<file path="config.mk">
export PLATFORM = sky130hd
export DESIGN_NAME = fuzzy_gain_scheduled_pd_core_flat
export DESIGN_NICKNAME = d
export VERILOG_FILES = /design/src/rtl/fgpd_pkg.sv /design/src/rtl/fgpd_in_if.sv /design/src/rtl/fgpd_out_if.sv /design/src/rtl/fgpd_regs.sv /design/src/rtl/fgpd_qdiv.sv /design/src/rtl/fuzzy_gain_scheduled_pd_core.sv /design/src/flat_wrapper.sv
export VERILOG_INCLUDE_DIRS = /design/src /design/src/rtl
export SDC_FILE = /design/constraint.sdc
export NUM_CORES = 2
export LEC_CHECK = 0
export ABC_CLOCK_PERIOD_IN_PS = 10200
export BUFFER_PORTS_ARGS = -buffer_cell sky130_fd_sc_hd__buf_2
export CAP_MARGIN = 20
export CORE_UTILIZATION = 60
export CTS_CLUSTER_SIZE = 28
export DETAILED_ROUTE_END_ITERATION = 12
export HOLD_SLACK_MARGIN = 0.08
export PLACE_DENSITY = 0.92
export RECOVER_POWER = 50
export SETUP_SLACK_MARGIN = 0.2
export SKIP_LAST_GASP = 1
export SLEW_MARGIN = 20
export SYNTH_ARGS = -nofsm -noshare
export SYNTH_HDL_FRONTEND = slang
export SYNTH_SLANG_ARGS = --single-unit
</file>
<file path="constraint.sdc">
create_clock -name clk -period 10.2 [get_ports clk]
set_clock_uncertainty 0.1 [all_clocks]
set_input_delay 0.51 -clock clk [delete_from_list [all_inputs] [get_ports clk]]
set_output_delay 0.51 -clock clk [all_outputs]
set_load 0.01 [all_outputs]
</file>
<file path="src/rtl/fuzzy_gain_scheduled_pd_core_assert.svh">
// Assertion macros shared by the fuzzy gain-scheduled PD core modules.
// Each macro expects signals named clk and rst_n in the including module.
`ifndef FUZZY_GAIN_SCHEDULED_PD_CORE_ASSERT_SVH
`define FUZZY_GAIN_SCHEDULED_PD_CORE_ASSERT_SVH

// Same-cycle implication, disabled while reset is low.
`define FGPD_ASSERT_IMP(lbl, ante, cons, msg) \
  lbl: assert property (@(posedge clk) disable iff (!rst_n) (ante) |-> (cons)) \
    else $error(msg);

// Next-cycle implication, disabled while reset is low.
`define FGPD_ASSERT_NXT(lbl, ante, cons, msg) \
  lbl: assert property (@(posedge clk) disable iff (!rst_n) (ante) |=> (cons)) \
    else $error(msg);

`endif

</file>
<file path="src/rtl/fgpd_pkg.sv">
// Shared types, constants, rule table and membership function for the
// fuzzy gain-scheduled PD core. No dependencies.
package fgpd_pkg;

  localparam int UNI_EDGE = 24576;   // universe edge six in Q4.12
  localparam int ONE_Q12  = 4096;
  localparam int RECIP3   = 174763;  // ceil(2^19 / 3)

  localparam logic [2:0] REG_KP_BASE    = 3'd0;
  localparam logic [2:0] REG_KP_EXTRA   = 3'd1;
  localparam logic [2:0] REG_KD_BASE    = 3'd2;
  localparam logic [2:0] REG_KD_EXTRA   = 3'd3;
  localparam logic [2:0] REG_ERROR_SPAN = 3'd4;
  localparam logic [2:0] REG_DELTA_SPAN = 3'd5;
  localparam logic [2:0] REG_OUT_HIGH   = 3'd6;
  localparam logic [2:0] REG_OUT_LOW    = 3'd7;

  typedef struct packed {
    logic [15:0]        kp_base;
    logic [15:0]        kp_extra;
    logic [15:0]        kd_base;
    logic [15:0]        kd_extra;
    logic [14:0]        error_span;
    logic [14:0]        delta_span;
    logic signed [15:0] out_high;
    logic signed [15:0] out_low;
  } cfg_t;

  typedef struct packed {
    logic [2:0]  idx;  // lower rule index; upper one is idx + 1
    logic [12:0] up;   // weight on idx + 1
    logic [12:0] lo;   // weight on idx
  } memb_t;

  localparam logic signed [3:0] RULE_TAB [0:6][0:6] = '{
    '{ 4'sd6,  4'sd6,  4'sd4,  4'sd6,  4'sd4,  4'sd0,  4'sd0},
    '{ 4'sd6,  4'sd6,  4'sd4,  4'sd4,  4'sd2,  4'sd0, -4'sd2},
    '{ 4'sd4,  4'sd4,  4'sd2,  4'sd2,  4'sd0, -4'sd2, -4'sd2},
    '{ 4'sd4,  4'sd4,  4'sd2,  4'sd0, -4'sd2, -4'sd4, -4'sd4},
    '{ 4'sd2,  4'sd2,  4'sd0, -4'sd2, -4'sd2, -4'sd4, -4'sd4},
    '{ 4'sd2,  4'sd0, -4'sd2, -4'sd4, -4'sd4, -4'sd6, -4'sd6},
    '{ 4'sd0,  4'sd0, -4'sd4, -4'sd6, -4'sd4, -4'sd6, -4'sd6}
  };

  // Triangular memberships of a clamped Q4.12 value.
  function automatic memb_t member(input logic signed [15:0] q);
    logic signed [16:0] us;
    logic [15:0]        u;
    logic [2:0]         s;
    logic [13:0]        f;
    memb_t              m;
    us = $signed({q[15], q}) + 17'sd24576;
    u  = us[15:0];
    s  = u[15:13];
    if (s == 3'd6) begin
      // right edge of the universe folds into the last segment
      s = 3'd5;
      f = 14'd8192;
    end else begin
      f = {1'b0, u[12:0]};
    end
    m.idx = s;
    m.up  = f[13:1];
    m.lo  = 13'(ONE_Q12) - f[13:1];
    return m;
  endfunction

endpackage

</file>
<file path="src/rtl/fgpd_in_if.sv">
// Input channel of the fuzzy PD core: valid/ready with setpoint and measured.
// Depends on nothing.
interface fgpd_in_if;
  logic               valid;
  logic               ready;
  logic signed [15:0] setpoint;
  logic signed [15:0] measured;
  modport source (output valid, setpoint, measured, input ready);
  modport sink (input valid, setpoint, measured, output ready);
endinterface

</file>
<file path="src/rtl/fgpd_out_if.sv">
// Result channel of the fuzzy PD core: valid/ready with the drive value.
// Depends on nothing.
interface fgpd_out_if;
  logic               valid;
  logic               ready;
  logic signed [15:0] drive;
  modport source (output valid, drive, input ready);
  modport sink (input valid, drive, output ready);
endinterface

</file>
<file path="src/rtl/fgpd_regs.sv">
// APB-style configuration register bank of the fuzzy PD core.
// Depends on fgpd_pkg.
module fgpd_regs (
  input  logic           clk,
  input  logic           rst_n,
  input  logic           psel,
  input  logic           penable,
  input  logic           pwrite,
  input  logic [4:0]     paddr,
  input  logic [31:0]    pwdata,
  output logic [31:0]    prdata,
  output logic           pready,
  output fgpd_pkg::cfg_t cfg
);

  fgpd_pkg::cfg_t cfg_r;
  logic           wr_en;

  assign pready = 1'b1;
  assign wr_en  = psel & penable & pwrite;
  assign cfg    = cfg_r;

  always_ff @(posedge clk) begin
    if (!rst_n) begin
      cfg_r.kp_base    <= 16'd4403;
      cfg_r.kp_extra   <= 16'd8192;
      cfg_r.kd_base    <= 16'd154;
      cfg_r.kd_extra   <= 16'd0;
      cfg_r.error_span <= 15'd160;
      cfg_r.delta_span <= 15'd10;
      cfg_r.out_high   <= 16'sd600;
      cfg_r.out_low    <= -16'sd600;
    end else if (wr_en) begin
      case (paddr[4:2])
        fgpd_pkg::REG_KP_BASE:    cfg_r.kp_base    <= pwdata[15:0];
        fgpd_pkg::REG_KP_EXTRA:   cfg_r.kp_extra   <= pwdata[15:0];
        fgpd_pkg::REG_KD_BASE:    cfg_r.kd_base    <= pwdata[15:0];
        fgpd_pkg::REG_KD_EXTRA:   cfg_r.kd_extra   <= pwdata[15:0];
        fgpd_pkg::REG_ERROR_SPAN: cfg_r.error_span <= pwdata[14:0];
        fgpd_pkg::REG_DELTA_SPAN: cfg_r.delta_span <= pwdata[14:0];
        fgpd_pkg::REG_OUT_HIGH:   cfg_r.out_high   <= $signed(pwdata[15:0]);
        fgpd_pkg::REG_OUT_LOW:    cfg_r.out_low    <= $signed(pwdata[15:0]);
        default: ;
      endcase
    end
  end

  always_comb begin
    case (paddr[4:2])
      fgpd_pkg::REG_KP_BASE:    prdata = {16'd0, cfg_r.kp_base};
      fgpd_pkg::REG_KP_EXTRA:   prdata = {16'd0, cfg_r.kp_extra};
      fgpd_pkg::REG_KD_BASE:    prdata = {16'd0, cfg_r.kd_base};
      fgpd_pkg::REG_KD_EXTRA:   prdata = {16'd0, cfg_r.kd_extra};
      fgpd_pkg::REG_ERROR_SPAN: prdata = {17'd0, cfg_r.error_span};
      fgpd_pkg::REG_DELTA_SPAN: prdata = {17'd0, cfg_r.delta_span};
      fgpd_pkg::REG_OUT_HIGH:   prdata = {16'd0, cfg_r.out_high};
      fgpd_pkg::REG_OUT_LOW:    prdata = {16'd0, cfg_r.out_low};
      default:                  prdata = 32'd0;
    endcase
  end

endmodule

</file>
<file path="src/rtl/fgpd_qdiv.sv">
// Bit-serial quantiser: floor(mag * 24576 / span), clamped to 24576.
// One quotient bit per cycle. Depends on fgpd_pkg and the macro header.
`include "fuzzy_gain_scheduled_pd_core_assert.svh"

module fgpd_qdiv (
  input  logic        clk,
  input  logic        rst_n,
  input  logic        start,
  input  logic [16:0] mag,
  input  logic [14:0] span,
  output logic        done,
  output logic [14:0] q_mag
);

  logic        busy_r, busy_nxt;
  logic        done_r, done_nxt;
  logic [4:0]  cnt_r, cnt_nxt;
  logic [31:0] dvd_r;
  logic [14:0] rem_r;
  logic [15:0] quot_r;
  logic        ovf_r;
  logic [14:0] span_r;
  logic [15:0] trial;
  logic        ge;
  logic [18:0] mag3;

  assign mag3  = {2'b00, mag} + {1'b0, mag, 1'b0};
  assign trial = {rem_r, dvd_r[31]};
  assign ge    = trial >= {1'b0, span_r};

  always_comb begin
    busy_nxt = busy_r;
    cnt_nxt  = cnt_r;
    done_nxt = 1'b0;
    if (start) begin
      busy_nxt = 1'b1;
      cnt_nxt  = 5'd0;
    end else if (busy_r) begin
      cnt_nxt = cnt_r + 5'd1;
      if (cnt_r == 5'd31) begin
        busy_nxt = 1'b0;
        done_nxt = 1'b1;
      end
    end
  end

  always_ff @(posedge clk) begin
    if (!rst_n) begin
      busy_r <= 1'b0;
      done_r <= 1'b0;
      cnt_r  <= 5'd0;
    end else begin
      busy_r <= busy_nxt;
      done_r <= done_nxt;
      cnt_r  <= cnt_nxt;
    end
  end

  always_ff @(posedge clk) begin
    if (start) begin
      dvd_r  <= {mag3, 13'd0};
      rem_r  <= 15'd0;
      quot_r <= 16'd0;
      ovf_r  <= 1'b0;
      // a zero span acts as one
      span_r <= (span == 15'd0) ? 15'd1 : span;
    end else if (busy_r) begin
      dvd_r  <= {dvd_r[30:0], 1'b0};
      rem_r  <= ge ? 15'(trial - {1'b0, span_r}) : trial[14:0];
      quot_r <= {quot_r[14:0], ge};
      ovf_r  <= ovf_r | quot_r[15];
    end
  end

  assign done  = done_r;
  assign q_mag = (ovf_r || quot_r > 16'(fgpd_pkg::UNI_EDGE)) ?
                 15'(fgpd_pkg::UNI_EDGE) : quot_r[14:0];

  `FGPD_ASSERT_IMP(a_qdiv_clamp, done_r, q_mag <= 15'(fgpd_pkg::UNI_EDGE), "quantiser beyond edge")
  `FGPD_ASSERT_NXT(a_qdiv_start, start, busy_r && cnt_r == 5'd0, "quantiser failed to start")
  `FGPD_ASSERT_IMP(a_qdiv_rem, busy_r, rem_r < span_r, "remainder not below divisor")

endmodule

</file>
<file path="src/rtl/fuzzy_gain_scheduled_pd_core.sv">
// Fuzzy gain-scheduled PD core. An item passes from acceptance to its result
// through the two bit-serial quantisers, which run side by side, then the
// membership, rule-sum and gain states, the bit-serial PD multiply-accumulate
// and the truncate and clamp states. A new item is accepted once the previous
// one has reached the output register, so an item is not taken before the last
// one is through, and a finished result may wait there while the next item is
// worked on. Write the configuration registers only while the core is idle.
// Depends on fgpd_pkg, fgpd_in_if, fgpd_out_if, fgpd_regs and fgpd_qdiv.
`include "fuzzy_gain_scheduled_pd_core_assert.svh"

module fuzzy_gain_scheduled_pd_core (
  input  logic        clk,
  input  logic        rst_n,
  fgpd_in_if.sink     in_if,
  fgpd_out_if.source  out_if,
  input  logic        cfg_psel,
  input  logic        cfg_penable,
  input  logic        cfg_pwrite,
  input  logic [4:0]  cfg_paddr,
  input  logic [31:0] cfg_pwdata,
  output logic [31:0] cfg_prdata,
  output logic        cfg_pready
);

  localparam logic [2:0] ST_IDLE  = 3'd0;
  localparam logic [2:0] ST_DIV   = 3'd1;
  localparam logic [2:0] ST_MEMB  = 3'd2;
  localparam logic [2:0] ST_SUM   = 3'd3;
  localparam logic [2:0] ST_GAIN  = 3'd4;
  localparam logic [2:0] ST_MAC   = 3'd5;
  localparam logic [2:0] ST_TRUNC = 3'd6;
  localparam logic [2:0] ST_DONE  = 3'd7;

  fgpd_pkg::cfg_t cfg;

  logic [2:0]          state_r, state_nxt;
  logic [4:0]          step_r, step_nxt;
  logic                out_v_r, out_v_nxt;
  logic signed [16:0]  prev_r;
  logic signed [15:0]  out_d_r;

  logic signed [16:0]  e_r;
  logic signed [17:0]  de_r;
  fgpd_pkg::memb_t     me_r, mc_r;
  logic [25:0]         prod_r;
  logic signed [3:0]   rule_r;
  logic signed [27:0]  acc_r;
  logic [42:0]         p43_r;
  logic [35:0]         q3_r;
  logic [16:0]         kp_g_r, kd_g_r;
  logic signed [36:0]  v_r, esh_r, desh_r;
  logic signed [26:0]  d_r;

  logic                in_acc, load;
  logic signed [16:0]  e_in;
  logic signed [17:0]  de_in;
  logic [16:0]         mag_e, mag_d;
  logic                qe_done, qd_done;
  logic [14:0]         qe_mag, qd_mag;
  logic signed [15:0]  qe, qd;
  logic                sel_a, sel_b;
  logic [12:0]         m_a, m_b;
  logic [2:0]          row, col;
  logic signed [27:0]  term;
  logic [26:0]         mag;
  logic [17:0]         t2;
  logic signed [36:0]  vn;
  logic signed [26:0]  hi27, lo27, dcl;

  fgpd_regs u_regs (
    .clk     (clk),
    .rst_n   (rst_n),
    .psel    (cfg_psel),
    .penable (cfg_penable),
    .pwrite  (cfg_pwrite),
    .paddr   (cfg_paddr),
    .pwdata  (cfg_pwdata),
    .prdata  (cfg_prdata),
    .pready  (cfg_pready),
    .cfg     (cfg)
  );

  assign in_acc = in_if.valid & in_if.ready;
  assign e_in   = 17'(in_if.setpoint) - 17'(in_if.measured);
  assign de_in  = 18'(e_in) - 18'(prev_r);
  assign mag_e  = e_in[16] ? 17'(-e_in) : e_in;
  assign mag_d  = de_in[17] ? 17'(-de_in) : de_in[16:0];

  fgpd_qdiv u_qdiv_e (
    .clk   (clk),
    .rst_n (rst_n),
    .start (in_acc),
    .mag   (mag_e),
    .span  (cfg.error_span),
    .done  (qe_done),
    .q_mag (qe_mag)
  );

  fgpd_qdiv u_qdiv_d (
    .clk   (clk),
    .rst_n (rst_n),
    .start (in_acc),
    .mag   (mag_d),
    .span  (cfg.delta_span),
    .done  (qd_done),
    .q_mag (qd_mag)
  );

  // restore the sign of each quantised value
  assign qe = e_r[16] ? -$signed({1'b0, qe_mag}) : $signed({1'b0, qe_mag});
  assign qd = de_r[17] ? -$signed({1'b0, qd_mag}) : $signed({1'b0, qd_mag});

  // rule sum: one membership product per cycle, weighted by its rule in the following cycle
  assign sel_a = step_r[1];
  assign sel_b = step_r[0];
  assign m_a   = sel_a ? me_r.up : me_r.lo;
  assign m_b   = sel_b ? mc_r.up : mc_r.lo;
  assign row   = me_r.idx + {2'b00, sel_a};
  assign col   = mc_r.idx + {2'b00, sel_b};
  assign term  = $signed({2'b00, prod_r}) * 28'(rule_r);

  assign mag = acc_r[27] ? 27'(-acc_r) : acc_r[26:0];
  assign t2  = p43_r[42:25];

  assign vn   = v_r[36] ? v_r + 37'sd1023 : v_r;
  assign hi27 = 27'($signed(cfg.out_high));
  assign lo27 = 27'($signed(cfg.out_low));
  always_comb begin
    // with inverted limits, the upper limit wins only for values above it
    if (d_r > hi27) begin
      dcl = hi27;
    end else if (d_r < lo27) begin
      dcl = lo27;
    end else begin
      dcl = d_r;
    end
  end

  assign load = (state_r == ST_DONE) && (!out_v_r || out_if.ready);

  always_comb begin
    state_nxt = state_r;
    step_nxt  = step_r;
    case (state_r)
      ST_IDLE: begin
        if (in_acc) state_nxt = ST_DIV;
      end
      ST_DIV: begin
        if (qe_done && qd_done) state_nxt = ST_MEMB;
      end
      ST_MEMB: begin
        state_nxt = ST_SUM;
        step_nxt  = 5'd0;
      end
      ST_SUM: begin
        step_nxt = step_r + 5'd1;
        if (step_r == 5'd4) begin
          state_nxt = ST_GAIN;
          step_nxt  = 5'd0;
        end
      end
      ST_GAIN: begin
        step_nxt = step_r + 5'd1;
        if (step_r == 5'd3) begin
          state_nxt = ST_MAC;
          step_nxt  = 5'd0;
        end
      end
      ST_MAC: begin
        step_nxt = step_r + 5'd1;
        if (step_r == 5'd16) begin
          state_nxt = ST_TRUNC;
          step_nxt  = 5'd0;
        end
      end
      ST_TRUNC: state_nxt = ST_DONE;
      ST_DONE: begin
        if (load) state_nxt = ST_IDLE;
      end
      default: state_nxt = ST_IDLE;
    endcase
    out_v_nxt = (out_v_r & ~out_if.ready) | load;
  end

  always_ff @(posedge clk) begin
    if (!rst_n) begin
      state_r <= ST_IDLE;
      step_r  <= 5'd0;
      out_v_r <= 1'b0;
      prev_r  <= 17'sd0;
    end else begin
      state_r <= state_nxt;
      step_r  <= step_nxt;
      out_v_r <= out_v_nxt;
      if (in_acc) prev_r <= e_in;
    end
  end

  always_ff @(posedge clk) begin
    case (state_r)
      ST_IDLE: begin
        if (in_acc) begin
          e_r  <= e_in;
          de_r <= de_in;
        end
      end
      ST_MEMB: begin
        me_r <= fgpd_pkg::member(qe);
        mc_r <= fgpd_pkg::member(qd);
      end
      ST_SUM: begin
        prod_r <= 26'(m_a) * 26'(m_b);
        rule_r <= fgpd_pkg::RULE_TAB[row][col];
        acc_r  <= (step_r == 5'd0) ? 28'sd0 : acc_r + term;
      end
      ST_GAIN: begin
        case (step_r[1:0])
          2'd0: p43_r <= 43'(cfg.kp_extra) * 43'(mag);
          2'd1: begin
            q3_r  <= 36'(t2) * 36'(fgpd_pkg::RECIP3);
            p43_r <= 43'(cfg.kd_extra) * 43'(mag);
          end
          2'd2: begin
            kp_g_r <= {1'b0, cfg.kp_base} + q3_r[35:19];
            q3_r   <= 36'(t2) * 36'(fgpd_pkg::RECIP3);
          end
          default: begin
            kd_g_r <= {1'b0, cfg.kd_base} + q3_r[35:19];
            esh_r  <= 37'(e_r);
            desh_r <= 37'(de_r);
            v_r    <= 37'sd0;
          end
        endcase
      end
      ST_MAC: begin
        // one gain bit per cycle, LSB first
        v_r    <= v_r + (kp_g_r[0] ? esh_r : 37'sd0) + (kd_g_r[0] ? desh_r : 37'sd0);
        kp_g_r <= {1'b0, kp_g_r[16:1]};
        kd_g_r <= {1'b0, kd_g_r[16:1]};
        esh_r  <= esh_r <<< 1;
        desh_r <= desh_r <<< 1;
      end
      ST_TRUNC: d_r <= vn[36:10];
      ST_DONE: begin
        if (load) out_d_r <= dcl[15:0];
      end
      default: ;
    endcase
  end

  assign in_if.ready  = (state_r == ST_IDLE);
  assign out_if.valid = out_v_r;
  assign out_if.drive = out_d_r;

  `FGPD_ASSERT_NXT(a_acc_to_div, in_acc, state_r == ST_DIV, "accepted item did not start")
  `FGPD_ASSERT_IMP(a_memb_unity, state_r == ST_SUM, (me_r.up + me_r.lo == 13'd4096) && (mc_r.up + mc_r.lo == 13'd4096), "memberships do not sum to one")
  `FGPD_ASSERT_IMP(a_sum_bound, state_r == ST_GAIN, mag <= 27'd100663296, "rule sum beyond six")

endmodule
</file>
<file path="src/flat_wrapper.sv">
// flat-port wrapper written by rule: the top's interface ports become plain ports
module fuzzy_gain_scheduled_pd_core_flat 
  (clk, rst_n, cfg_psel, cfg_penable, cfg_pwrite, cfg_paddr, cfg_pwdata, cfg_prdata, cfg_pready, in_if_valid, in_if_setpoint, in_if_measured, in_if_ready, out_if_valid, out_if_drive, out_if_ready);
  fgpd_in_if in_if_i ();
  fgpd_out_if out_if_i ();
  input  logic clk;
  input  logic rst_n;
  input  logic cfg_psel;
  input  logic cfg_penable;
  input  logic cfg_pwrite;
  input  logic [4:0] cfg_paddr;
  input  logic [31:0] cfg_pwdata;
  output logic [31:0] cfg_prdata;
  output logic cfg_pready;
  input wire logic [$bits(in_if_i.valid)-1:0] in_if_valid;
  input wire logic [$bits(in_if_i.setpoint)-1:0] in_if_setpoint;
  input wire logic [$bits(in_if_i.measured)-1:0] in_if_measured;
  output wire logic [$bits(in_if_i.ready)-1:0] in_if_ready;
  output wire logic [$bits(out_if_i.valid)-1:0] out_if_valid;
  output wire logic [$bits(out_if_i.drive)-1:0] out_if_drive;
  input wire logic [$bits(out_if_i.ready)-1:0] out_if_ready;
  assign in_if_i.valid = in_if_valid;
  assign in_if_i.setpoint = in_if_setpoint;
  assign in_if_i.measured = in_if_measured;
  assign in_if_ready = in_if_i.ready;
  assign out_if_valid = out_if_i.valid;
  assign out_if_drive = out_if_i.drive;
  assign out_if_i.ready = out_if_ready;
  fuzzy_gain_scheduled_pd_core u_core (.clk(clk), .rst_n(rst_n), .in_if(in_if_i), .out_if(out_if_i), .cfg_psel(cfg_psel), .cfg_penable(cfg_penable), .cfg_pwrite(cfg_pwrite), .cfg_paddr(cfg_paddr), .cfg_pwdata(cfg_pwdata), .cfg_prdata(cfg_prdata), .cfg_pready(cfg_pready));
endmodule
</file>
Word-level counts from Yosys, hierarchy flattened
Memories as Yosys holds them, arrays and structs flattened.
Index checks and enable logic that the tools add are counted.

cells by class
  multipliers = 5
  magnitude comparators = 8
  shift operators = 0
  reduce and logical (&&, ||, !) cells = 37
  muxes and demuxes = 60
  divide/modulo/power cells = 0
  bitwise logic cells = 13
  $add $sub $neg = 26
  equal/unequal tests = 31

operators with widths
  kind                      number
  $pmux W32 S8              1
  $pmux W37 S2              3
  $mux W37                  5
  $mux W32                  4
  $mul A16 B27 Y43          2
  $pmux W43 S2              1
  $add A37 B37 Y37          2
  $mux W17                  4
  $pmux W17 S2              2
  $mux W16                  4
  $mux W15                  4
  $mux W14                  4
  $mux W28                  2
  $add A17 B18 Y19          2
  $add A37 B11 Y37 const B  1
  $mul A18 B18 Y36 const B  1
  $mux W36                  1
  $add A16 B17 Y17          2
  $neg A17 Y17              2
  $add A16 B16 Y16 const B  2
  $ge A16 B15 Y1            2
  $gt A16 B15 Y1 const B    2
  $neg A15 Y16              2
  $eq A3 B3 Y1 const B      10
  48 further kinds          115

storage, ports and cells
  output and inout port bits = 51
  logic and storage cells = 230
  bits in latches = 0
  memory bits (writable) = 0
  input port bits = 76
  bits in registers = 716
  memories = 1
  memory bits (read-only) = 224

memories
  name             depth  bits a word  rd ports  clocked after Yosys merged registers in  write ports  line                                 source
  (no name shown)  8      28           1         0                                        0            fuzzy_gain_scheduled_pd_core.sv:213  rule_r <= fgpd_pkg::RULE_TAB[row][col];

Depth between registers and ports, before layout
  depth in word-level cells = 10
  depth in mapped cells = 34
  gate-level depth less buffers = 33

Modules after synthesis
From an unflattened synthesis, not the netlist that was laid out.

second synthesis, totals
  cell total of the unflattened synthesis = 8511
  area total of the unflattened synthesis = 79326.1 µm²

modules (own cells, without submodules)
  module                        sequential area each (µm²)  cells an instance  times used  area each (µm²)
  fuzzy_gain_scheduled_pd_core  11631.2                     6795               1           64252.9
  fgpd_qdiv                     1801.7                      477                2           4514.3
  fgpd_regs                     2522.4                      762                1           6044.5

Worst setup path after synthesis
OpenSTA, ideal clock, no wires.

  path type = flip-flop to flip-flop
  start = reg u_core.state_r[0]
  end = reg u_core.desh_r[0] (enable)
  period minus slack after synthesis = 10889 ps
  stages on the path, launching flop included = 5
  arrival = 9978 ps
  path buffers = 0
  path slack = -689 ps
  data required time = 9289 ps
  setup time = 811 ps
  cells stage by stage = dfxtp_1 inv_1 ha_1 nand2b_1 a21boi_0

on the way
  longest elaborated chain between the ends = 3
  elaborated cells on any way between the ends = 5
  those cells by class = eq/ne: 3; reduce/logical: 2

ends and longest elaborated chain
  element                                                              line                                 source
  start: declaration                                                   fuzzy_gain_scheduled_pd_core.sv:36   logic [2:0] state_r, state_nxt;
  start signal: assignment                                             fuzzy_gain_scheduled_pd_core.sv:192  state_r <= state_nxt;
  $eq A3 B3 Y1                                                         fuzzy_gain_scheduled_pd_core.sv:200  case (state_r)
  $ne A2 B2 Y1 (no source line) or $reduce_bool A2 Y1 (tied branches)  -
  $reduce_and A2 Y1 (no source line) (*)                               -
  end signal: assignment                                               fuzzy_gain_scheduled_pd_core.sv:230  desh_r <= 37'(de_r);
  end signal: assignment                                               fuzzy_gain_scheduled_pd_core.sv:241  desh_r <= desh_r <<< 1;
  end: declaration                                                     fuzzy_gain_scheduled_pd_core.sv:51   logic signed [36:0] v_r, esh_r, desh_r;

Mark *: on every way between the ends. The rest lies on a longest branch, timed or not.
A chain may end at the register's enable or synchronous reset.

Final worst setup path
  start = reg u_core.acc_r[11]
  end = reg u_core.p43_r[40] (data pin)

on the way
  longest elaborated chain between the ends = 4
  elaborated cells on any way between the ends = 5
  those cells by class = add/sub: 1; mul: 2; mux: 2

ends and longest elaborated chain
  element                                     line                                                                      source
  start: declaration                          fuzzy_gain_scheduled_pd_core.sv:47                                        logic signed [27:0] acc_r;
  start signal: assignment                    fuzzy_gain_scheduled_pd_core.sv:214                                       acc_r <= (step_r == 5'd0) ? 28'sd0 : acc_r + term;
  $neg A27 Y27                                fuzzy_gain_scheduled_pd_core.sv:122                                       assign mag = acc_r[27] ? 27'(-acc_r) : acc_r[26:0];
  $mux W27 (*)                                fuzzy_gain_scheduled_pd_core.sv:122
  $mul A16 B27 Y43, on equally long branches  fuzzy_gain_scheduled_pd_core.sv:221, fuzzy_gain_scheduled_pd_core.sv:218
  $pmux W43 S2 (*)                            fuzzy_gain_scheduled_pd_core.sv:217                                       case (step_r[1:0])
  end signal: assignment                      fuzzy_gain_scheduled_pd_core.sv:218                                       2'd0: p43_r <= 43'(cfg.kp_extra) * 43'(mag);
  end signal: assignment                      fuzzy_gain_scheduled_pd_core.sv:221                                       p43_r <= 43'(cfg.kd_extra) * 43'(mag);
  end: declaration                            fuzzy_gain_scheduled_pd_core.sv:48                                        logic [42:0] p43_r;

Marked as above.

==> reports/metrics.yaml <==
outcome: "complete, but fails checks"
violations: "capacitance limit, slew limit"
htreeDepth: 3
grt_max_degree: 99
endpoint_kind: "flip-flop"
antenna_found_initial: 20
crit_type: "flip-flop to flip-flop"
synth_most_common_cell: "inv_1"
cts_resized: 0
ys_async_sr_fraction_pct: 0
synth-edff-count: 438
drt_iter0_markers: 5970
worstPathArrival_ps: 9770
synth_area_leaders: "fa_1, edfxtp_1, ha_1"
hold_violations: 0
syn_avg_cell_area_um2: 9.21
cts_sinks: 668
worst-path-max-fanout: 19
nNetsFinal: 10300
worst_slew_pin_slew_ps: 3500
io_buffers: 91
yosysTopAreaCell: "fa_1"
grtUsageTotal_pct: 31.3
yosysSeqAreaShare_pct: 22.6
area_growth_pct: 6.01
die_w_um: 364
pin_count: 127
dieArea_um2: 132000
nFillCells: 9357
antenna_left: 0
ys_warn_count: 0
synth_top_area_share_pct: 26.4
cts_buffer_depth: 3
routed_wl_um: 204000
root_buffer: "clkbuf_16"
slowest_stage: "o41ai_1"
grt_pass1_vias: 64800
fin_setup_tns_ps: 0
syn_inst: 8533
synth_area_um2: 78600
grt_pass1_wl_um: 328000
min_path_type: "input pin to flip-flop"
place_hpwl_um: 154000
min_period_ps: 9520
placeableCoreArea_um2: 130000
drive_gt1_share_pct: 4.61
yosys.cell_types.count: 97
cts_tree: "built"
drv_slew: 765
maxCapViolCount: 19
firstDrtPassIters: 6
crit_required_ps: 10450
vias_per_cell: 5.96
cts.clk_slew.worst_paths_ps: 60
vias: 61100
seq_area_um2: 17800
worstSkewPairLatency_ps: 680
crit_top_cell: "fa_1"
ys_top_cells_by_count: "inv_1, nand2_1, fa_1, ha_1, edfxtp_1"
rsz0062_at_grt: "false"
ys.flop_type: "edfxtp_1"
overflow: 0
multi_input_area_um2: 54200
cp_num_buf_inv: 6
cts_buffers: 75
place.gp.congestion: 0.974
wl_per_cell_um: 19.9
relSlewSlack_pct: -133
drc: 0
min_period_over_period_pct: 93.3
initial_core_util_pct: 60.6
slowest_delay_ps: 690
start_kind: "flip-flop"
synth_seq_cells: 668
std_cell_rows: 132
dieHeight_um: 364
fmax_mhz: 105
holdBufCountCts: 1
critical-path-top-delay-family: "adder cells"
post_cts_buffers: 0
post-route-util_pct: 64.2
setup_violations: 0
tightest hold or removal path, stage by stage:
cell	delay (ps)
buf_2	200
nand2_1	90
a21boi_0	80
layer usage:
metal / vias up / GRT usage, % / routed length, µm
li1: 27000 / - / -
met1: 29700 / 36.6 / 72000
met2: 3390 / 52.8 / 97200
met3: 966 / 7.95 / 22300
met4: 30 / 16.4 / 12400
met5: - / 0 / 213
final cells by class:
cell class	count	area share [%]
clock inverter	36	0.491
inverter	1444	6.50
clock buffer	104	2.61
tap	1742	2.61
multi-input combinational	6056	65.1
sequential	668	21.3
timing repair buffer	195	1.41
antenna	4	0.0120
stage by stage:
stage               worst slack (ps)  std cells  cell area [µm²]  hold WS [ps]
finish                           682      10200            83300           160
global route                     279      10200            83300           136
CTS                              801      10200            83500           109
detailed placement               796      10100            80900           340
global placement                1120      10100            80800           329
floorplan                       1710       8591            78800           320
cell usage in the layout (no fill, tap or decap), types with 18 or more instances in the layout:
master	instances
nor2_1	409
o211ai_1	36
o21bai_1	19
or3_1	27
o21a_1	51
mux2i_1	116
dfxtp_1	228
o22ai_1	19
and3_1	29
a21o_1	112
clkbuf_16	79
conb_1	60
xnor2_1	180
mux2_2	30
o21ai_0	206
a211oi_1	30
nand3_1	94
ha_1	719
buf_4	85
nand2b_1	69
a31oi_1	32
a21boi_0	136
a21oi_1	240
fa_1	1035
nor2b_1	78
nand4_1	38
nand2_1	1343
nor3_1	90
and2_1	394
buf_2	72
nor4_1	24
edfxtp_1	438
inv_1	1442
xnor2_2	18
xor2_1	130
clkbuf_1	49
o31ai_1	37
state kept, by name, indices dropped and copies added, names as in the netlist, 17 cells and up:
name                   count
u_core.u_regs.cfg        126
u_core.desh_r             37
u_core.esh_r              37
u_core.v_r                37
u_core.mc_r               28
u_core.me_r               28
u_core.acc_r              27
u_core.d_r                27
u_core.prod_r             26
u_core.u_qdiv_d.dvd_r     19
u_core.u_qdiv_e.dvd_r     19
u_core.de_r               18
u_core.p43_r              18
u_core.e_r                17
u_core.kd_g_r             17
u_core.kp_g_r             17
u_core.prev_r             17
u_core.q3_r               17
worst paths after layout:
kind,cells past startpoint,to,slack [ps],startpoint
max,31,u_core.p43_r[40],680,u_core.acc_r[11]
min,3,u_core.u_regs.cfg[36],160,cfg_pwdata[4]
max reg2reg,31,u_core.p43_r[40],680,u_core.acc_r[11]
min reg2reg,1,u_core.u_qdiv_e.rem_r[14],360,u_core.u_qdiv_e.rem_r[14]
cell families (layout without fill, tap and decap cells):
family                     after synthesis  count (layout)  synth area share (%)
and+or+nand+nor                       2668            2668                  15.5
buffers and inverters                 1867            1779                  9.05
adders and majority gates             1754            1754                  37.8
AOI/OAI and AO/OA                     1082            1082                  9.13
DFF                                    668             668                  22.6
xor gates and xnor gates               334             334                  3.72
muxes                                  158             158                  2.19
other                                    2              64               0.00955
Power is not shown: default switching activity piles up to over one toggle a cycle in this logic, so the estimate is an artifact.
